**src/genome_interaction_scorer_defines.svh**
```systemverilog
// assertion macros for the genome interaction scorer
// included by the top level, no other dependencies
`ifndef GENOME_INTERACTION_SCORER_DEFINES_SVH
`define GENOME_INTERACTION_SCORER_DEFINES_SVH

// condition holds in the same cycle as the trigger
`define GIS_ASSERT_IMPL(label, clk, rst, trig, cond) \
  label: assert property (@(posedge clk) disable iff (rst) (trig) |-> (cond)) \
    else $error("scorer check failed");

// condition holds in the cycle after the trigger
`define GIS_ASSERT_NEXT(label, clk, rst, trig, cond) \
  label: assert property (@(posedge clk) disable iff (rst) (trig) |=> (cond)) \
    else $error("scorer check failed");

`endif

```
**src/gis_divider.sv**
```systemverilog
// restoring divider, one quotient bit per cycle
// no dependencies
module gis_divider #(
  parameter int NUM_W = 23,
  parameter int DEN_W = 7
) (
  input  logic             clk,
  input  logic             rst,
  input  logic             start,
  input  logic [NUM_W-1:0] dividend,
  input  logic [DEN_W-1:0] divisor,
  output logic             done,
  output logic [NUM_W-1:0] quotient
);

  localparam int CNT_W = $clog2(NUM_W + 1);

  logic             busy;
  logic [CNT_W-1:0] count;
  logic [DEN_W-1:0] rem;
  logic [DEN_W-1:0] den;
  logic [NUM_W-1:0] quo;
  logic [DEN_W:0]   trial;
  logic             fits;

  assign trial    = {rem, quo[NUM_W-1]};
  assign fits     = trial >= {1'b0, den};
  assign quotient = quo;

  always_ff @(posedge clk) begin
    if (rst) begin
      busy  <= 1'b0;
      done  <= 1'b0;
      count <= '0;
    end else begin
      done <= 1'b0;
      if (start) begin
        busy  <= 1'b1;
        count <= CNT_W'(NUM_W);
        rem   <= '0;
        den   <= divisor;
        quo   <= dividend;
      end else if (busy) begin
        rem   <= fits ? DEN_W'(trial - {1'b0, den}) : trial[DEN_W-1:0];
        quo   <= {quo[NUM_W-2:0], fits};
        count <= count - 1'b1;
        if (count == CNT_W'(1)) begin
          busy <= 1'b0;
          done <= 1'b1;
        end
      end
    end
  end

endmodule

```
**config.mk**
```make
export PLATFORM = sky130hd
export DESIGN_NAME = gis_divider
export DESIGN_NICKNAME = d
export VERILOG_FILES = /design/src/genome_interaction_scorer_defines.svh /design/src/gis_divider.sv
export SDC_FILE = /design/constraint.sdc
export NUM_CORES = 1
export LEC_CHECK = 0
export BUFFER_PORTS_ARGS = -buffer_cell sky130_fd_sc_hd__buf_4
export CAP_MARGIN = 20
export CELL_PAD_IN_SITES_DETAIL_PLACEMENT = 1
export CELL_PAD_IN_SITES_GLOBAL_PLACEMENT = 2
export CORE_AREA = 2 2 87 89
export CTS_BUF_LIST = sky130_fd_sc_hd__clkbuf_2
export CTS_CLUSTER_SIZE = 12
export DETAILED_ROUTE_END_ITERATION = 10
export DIE_AREA = 0 0 89 91
export PLACE_DENSITY = 0.8
export SLEW_MARGIN = 20
export SYNTH_ARGS = -nofsm -noshare
export SYNTH_HDL_FRONTEND = slang
export SYNTH_SLANG_ARGS = --single-unit
```
**constraint.sdc**
```tcl
create_clock -name clk -period 2.4 [get_ports clk]
set_clock_uncertainty 0.05 [all_clocks]
set_input_delay 0 -clock clk [delete_from_list [all_inputs] [get_ports clk]]
set_output_delay 0 -clock clk [all_outputs]
set_load 0.02 [all_outputs]
```
==> impl_metrics.csv, run 1 <==
group,metric,value,unit
route,drt_drc_violations_left,0,
synth,synth-compound-area-share,9.93,%
synth,synth_warnings,0,
sta,worstMarginPinSlew,0.641,ns
cts,htree_levels,2,
placement,io_buffers,56,
placement,routabilityCongestion,0.729,
setup_path,cp.required,2.54,ns
sta,fin_ws,0.0850,ns
cts,insertion_delay,0.41,ns
synth,syn_area_per_cell,13.0,µm²
cts,cts.clk_slew.worst_paths,0.21,ns
pwr,power_density,546,nW/µm²
placement,dp_cells,323,
cts,clockBufferDepth,2,
sta,finalCritPeriodShare,96.5,%
synth,syn_nets,213,
placement,place_hpwl,3620,µm
route,postRouteAntennaNets,0,
pwr,p_leak,1.25,nW
sta,whs,0.256,ns
sta,period_minus_slack,2.31,ns
setup_path,endpoint_kind,"flip-flop",
cts,cts_buffers,5,
synth,synth-seq-area-share,56.8,%
synth,synth_top_family_by_area,"multiplexers",
outcome,outcome,"finished, final reports clean",
finish,final_util,44.0,%
synth,synth_area,2200,µm²
grt,grt_pass1_vias,1891,
sta,max_freq,432,MHz
synth,synthAdderAreaFrac,6.02,%
sta,setup_viol,0,
run,cap_viol_max_count,0,
synth,ys_async_sr_fraction,0,%
sta,rsz0062_at_grt,"false",
route,drtPass1Iterations,4,
die,initial_utilization,30.9,%
synth,synth_seq_cells,44,
grt,grtUsageTotal,14.5,%
synth,netlist_instances,170,
finish,drive_above_1_share,36.7,%
grt,grt_max_degree,31,
die,placeableCoreArea,7140,µm²
pwr,vdd_drop_max,340,µV
finish,final_nets,307,
die,rows,31,
synth,synth_ff_type,"edfxtp_1",
route,wire_per_inst,15.1,µm
cts,cts_tree,"yes",
finish,num_antenna_cells,0,
die,die_area,8100,µm²
synth,synth-edff-count,37,
synth,synthSimpleGateAreaFrac,8.12,%
grt,antenna_found_initial,0,
finish,area_growth,42.5,%
cts,cts-root-buf,"clkbuf_2",
setup_path,startpoint_type,"flip-flop",
min_path,hold_path_class,"input pin to flip-flop",
sta,setup_tns,0,ns
synth,synth-xor-area-share,2.38,%
synth,synth.area.mux_share,13.1,%
sta,hold_violations,0,
setup_path,worstSetupPathType,"flip-flop to flip-flop",
grt,grt.overflow.total,0,
route,drtIter0Drc,45,
cts,clock_sinks,44,
route,drt_wl_total,5480,µm
die,die_h,91,µm
die,ios,57,
synth,yosysUniqueCellTypes,39,
route,vias,1705,
grt,grt_pass1_wl,9140,µm
die,die_w,89,µm
setup_path,crit_fanout,7,
route,viasPerCell,4.70,
sta,drv_slew,0,
placement,pre_cts_slack,0.0931,ns
finish,instances_no_fill,363,
sta,maxSlewHeadroom,57.1,%
setup_path,crit_arrival,2.45,ns
## kinds of logic after synthesis
group	count (synthesis)
AOI/OAI and AO/OA	31
xor gates and xnor gates	6
adders and majority gates	10
buffers and inverters	19
DFF	44
muxes	26
and+or+nand+nor	34
## power by group
part / leakage, nW / internal (W) / switching, W
clock network: 0.0288 / 0.0000695 / 0.000227
logic: 0.813 / 0.000247 / 0.000237
registers: 0.411 / 0.000900 / 0.0000344
## layout make-up
cell class                 instances  area [µm²]
inverter                          13        48.8
timing repair buffer              93         778
clock buffer                       6        30.0
fill                             795        4000
tap                               99         124
sequential                        44        1250
multi-input combinational        107         903
clock inverter                     1        5.00
## timing repair
item                                    CTS  global route
buffers inserted                          0             1
gates resized for setup                   0             3
hold buffers                             32             0
endpoints found under the hold margin    37             0
endpoints found under the setup margin    0             4
## layer usage
metal	GRT usage, %	routed length (µm)
met5	0	0
met4	3.86	65
met3	4.91	329
met2	25.6	2880
met1	16.5	2210
## state kept, by name, summed over array words and instances, names as in the netlist
| name | count |
|---|---|
| rem | 7 |
| busy | 1 |
| count | 5 |
| quotient | 23 |
| done | 1 |
| den | 7 |
## layout by cell type, fill, tap and decap left out, types with 3 or more instances in the layout
| master | netlist | routed |
|---|---|---|
| mux2i_1 | 3 | 3 |
| nor3_1 | 4 | 4 |
| o21ai_0 | 6 | 6 |
| a21oi_1 | 10 | 10 |
| nor2_1 | 9 | 8 |
| xnor2_1 | 5 | 5 |
| inv_1 | 12 | 12 |
| dlygate4sd3_1 | 0 | 32 |
| nand2_1 | 5 | 5 |
| mux2_2 | 23 | 23 |
| buf_4 | 0 | 61 |
| o21a_1 | 3 | 3 |
| clkbuf_2 | 0 | 6 |
| dfxtp_1 | 7 | 7 |
| nand3_1 | 4 | 4 |
| edfxtp_1 | 37 | 37 |
| ha_1 | 9 | 9 |
| a211oi_1 | 3 | 3 |
## per-stage QoR
step | cell area [µm²] | total power, W
final | 3140 | 0.00172
after CTS | 3100 | 0.00171
after floorplan | 2200 | 0.00123
after global placement | 2750 | 0.00137
after detailed placement | 2750 | 0.00137
after global routing | 3140 | 0.00181
## cell usage after synthesis, types with 2 or more instances
| library cell | instances | area [µm²] |
|---|---|---|
| o21ai_0 | 6 | 30.0 |
| mux2_2 | 23 | 259 |
| nor3_1 | 4 | 20.0 |
| nand3_1 | 4 | 20.0 |
| o21a_1 | 3 | 22.5 |
| nor4b_1 | 2 | 17.5 |
| buf_2 | 2 | 10.0 |
| a211oi_1 | 3 | 22.5 |
| xnor2_1 | 5 | 43.8 |
| mux2i_1 | 3 | 30.0 |
| and3_1 | 2 | 12.5 |
| nand2_1 | 5 | 18.8 |
| nor3b_1 | 2 | 15.0 |
| dfxtp_1 | 7 | 140 |
| inv_1 | 12 | 45.0 |
| a21oi_1 | 10 | 50.1 |
| ha_1 | 9 | 113 |
| clkbuf_1 | 3 | 11.3 |
| edfxtp_1 | 37 | 1110 |
| nor2_1 | 9 | 33.8 |
## worst paths after layout
kind,startpoint,endpoint,slack (ns),cells after the start
worst max-delay path,quotient[22],rem[6],0.09,8
worst min-delay path,divisor[4],den[4],0.26,2
worst max register to register,quotient[22],rem[6],0.09,8
worst min register to register,busy,done,0.53,1
## worst max-delay path, cell delays in order (launching register included)
cell       delay, ns
edfxtp_1        0.42
inv_1           0.06
ha_1            0.22
fa_1            0.41
nand2b_4        0.17
o2bb2ai_4       0.17
a31o_4          0.26
and3_1          0.17
o21a_1          0.17
No activity file was read; power rests on OpenSTA's default activity.
==> run 2: changes to the inputs <==
==> constraint.sdc (replaced) <==
create_clock -name clk -period 2.4 [get_ports clk]
set_clock_uncertainty 0.05 [all_clocks]
set_input_delay 0.24 -clock clk [delete_from_list [all_inputs] [get_ports clk]]
set_output_delay 0.24 -clock clk [all_outputs]
set_load 0.02 [all_outputs]
==> run 2 against run 1 <==
Net effect:
- clock power is 11% higher
- total power is 0.78% lower
- sequential share of layout area is 3.4 points higher
- first-iteration DRC count is 82% higher
- hold slack worse by 0.23 ns
- utilization is 3.4 points lower
- largest power group unchanged
- fmax is 1.6% higher
- worst setup slack better by 0.036 ns
- routed wire length is 8.1% lower
- critical path depth stayed put
- global-route usage is 0.96 points lower
- flip-flop and latch count stayed put
==> impl_metrics.csv, run 2 (synthesis results as in run 1) <==
group,metric,value,unit
cts,htree_levels,2,
finish,final_common_cell,"buf_4",
grt,grt_pass1_vias,1644,
grt,antenna_found_initial,0,
route,vias,1575,
finish,stdcell_area,2900,µm²
pwr,vdd_drop_max,228,µV
setup_path,path_delay_family,"compound AO/OA/AOI/OAI gates",
setup_path,crit_arrival,2.46,ns
grt,grt.overflow.total,0,
die,initial_utilization,30.9,%
pwr,p_leak,1.15,nW
finish,largest_reg_flops,23,
placement,place_hpwl,3730,µm
route,wire_per_inst,14.7,µm
sta,rsz0062_at_grt,"false",
setup_path,endpoint_kind,"flip-flop",
finish,drive_above_1_share,40.3,%
cts,cts_tree,"yes",
grt,grt_pass1_wl,8490,µm
sta,period_minus_slack,2.28,ns
finish,num-fill-cells,806,
sta,setup_tns,0,ns
sta,worstMarginPinSlew,0.409,ns
run,cap_viol_max_count,0,
setup_path,cp_cell_sequence,"inv_1, ha_1, fa_1, nand2b_1, o2bb2ai_2, a31o_4, and3_1, o21a_1",
placement,routabilityCongestion,0.762,
sta,drv_slew,0,
setup_path,rrSetupSlack,0.12,ns
die,die_h,91,µm
grt,grtUsageTotal,13.5,%
cts,cts_buffers,5,
outcome,outcome,"finished, final reports clean",
setup_path,worstReg2RegStart,"quotient[22]",
pwr,power_density,588,nW/µm²
route,drtIter0Drc,82,
cts,insertion_delay,0.44,ns
cts,cts-root-buf,"clkbuf_2",
sta,finalCritPeriodShare,95.0,%
min_path,hp-start,"dividend[8]",
sta,max_freq,439,MHz
die,die_area,8100,µm²
finish,num_antenna_cells,0,
cts,clockBufferDepth,2,
setup_path,crit_fanout,7,
route,drt_wl_total,5040,µm
die,placeableCoreArea,7140,µm²
placement,io_buffers,56,
cts,clock_sinks,44,
die,die_w,89,µm
min_path,holdPathStages,2,
cts,cts.clk_slew.worst_paths,0.24,ns
finish,seq_area,1250,µm²
setup_path,worst-path-buf-inv,1,
sta,maxSlewHeadroom,72.3,%
cts,cts_resized,0,
setup_path,worstSetupPathType,"flip-flop to flip-flop",
setup_path,cp.required,2.58,ns
finish,area_growth,31.4,%
finish,final_cell_mix,"62 x buf_4, 37 x edfxtp_1, 23 x mux2_2, 12 x inv_1, 10 x a21oi_1",
setup_path,r2r_cells,8,
route,viasPerCell,4.61,
setup_path,worst_path_max_delay_cell,"edfxtp_1",
route,drt_drc_violations_left,0,
setup_path,startpoint_type,"flip-flop",
route,drtPass1Iterations,4,
die,ios,57,
setup_path,max_stage_delay,0.40,ns
finish,multi_input_area,875,µm²
setup_path,r2r-end,"rem[6]",
sta,hold_violations,0,
placement,placement.cell_area,2760,µm²
min_path,min_to,"quotient[8]",
grt,grt_max_degree,31,
min_path,hold_path_class,"input pin to flip-flop",
finish,final_nets,285,
route,postRouteAntennaNets,0,
die,rows,31,
sta,setup_viol,0,
==> run 2: changes by cell type in the layout (fill, tap and decap cells not counted), sizes merged <==
| cell | previous run | this run |
|---|---|---|
| dlygate4sd3 | 32 | 9 |
| buf | 61 | 62 |
| clkinvlp | 0 | 1 |
==> run 2: final cells by class <==
cell class	instances	area share, %
repair buffers	71	19.2
flip-flops and latches	44	43.2
clock inverters	2	0.432
clock buffers	6	1.04
multi-input cells	107	30.2
inverters	13	1.68
well taps	99	4.28
==> run 2: what timing repair did <==
item / in CTS / in global routing
setup buffers: 0 / 1
hold buffers: 8 / 1
hold endpoints to repair: 13 / 1
endpoints found under the setup margin: 0 / 3
==> run 2: per-layer routing <==
layer	up-vias	part of all wire (%)	GRT usage, %
met5	-	0	0
met4	0	1.9	5.22
met3	7	2.6	2.27
met2	28	51	21.8
met1	768	45	18.0
li1	772	-	-
==> run 2: worst max-delay path by stage <==
stage                       from      to  slack (ns)  cells past startpoint
finish              quotient[22]  rem[6]        0.12                      8
global route        quotient[22]  rem[1]       0.006                      8
CTS                 quotient[22]  rem[6]        0.07                      8
detailed placement  quotient[22]  rem[6]        0.10                      8
global placement    quotient[22]  rem[6]        0.15                      8
floorplan           quotient[22]  rem[6]        0.08                      8
==> run 2: power breakdown <==
part | internal (W) | switching (W)
Clock | 0.0000741 | 0.000255
Combinational | 0.000216 | 0.000223
Sequential | 0.000900 | 0.0000339
==> run 2: stage by stage <==
stage / setup slack (ns) / hold slack (ns) / util, % / std cells / power [W]
3_3_place_gp: 0.154 / 0.368 / 38.6 / 324 / 0.00137
2_1_floorplan: 0.0806 / 0.289 / - / 170 / 0.00123
4_1_cts: 0.0716 / 0.0102 / 40.3 / 340 / 0.00172
5_1_grt: 0.00605 / 0.000828 / 40.6 / 342 / 0.00180
3_5_place_dp: 0.104 / 0.369 / 38.6 / 324 / 0.00138
6_report: 0.121 / 0.0307 / 40.6 / 342 / 0.00170
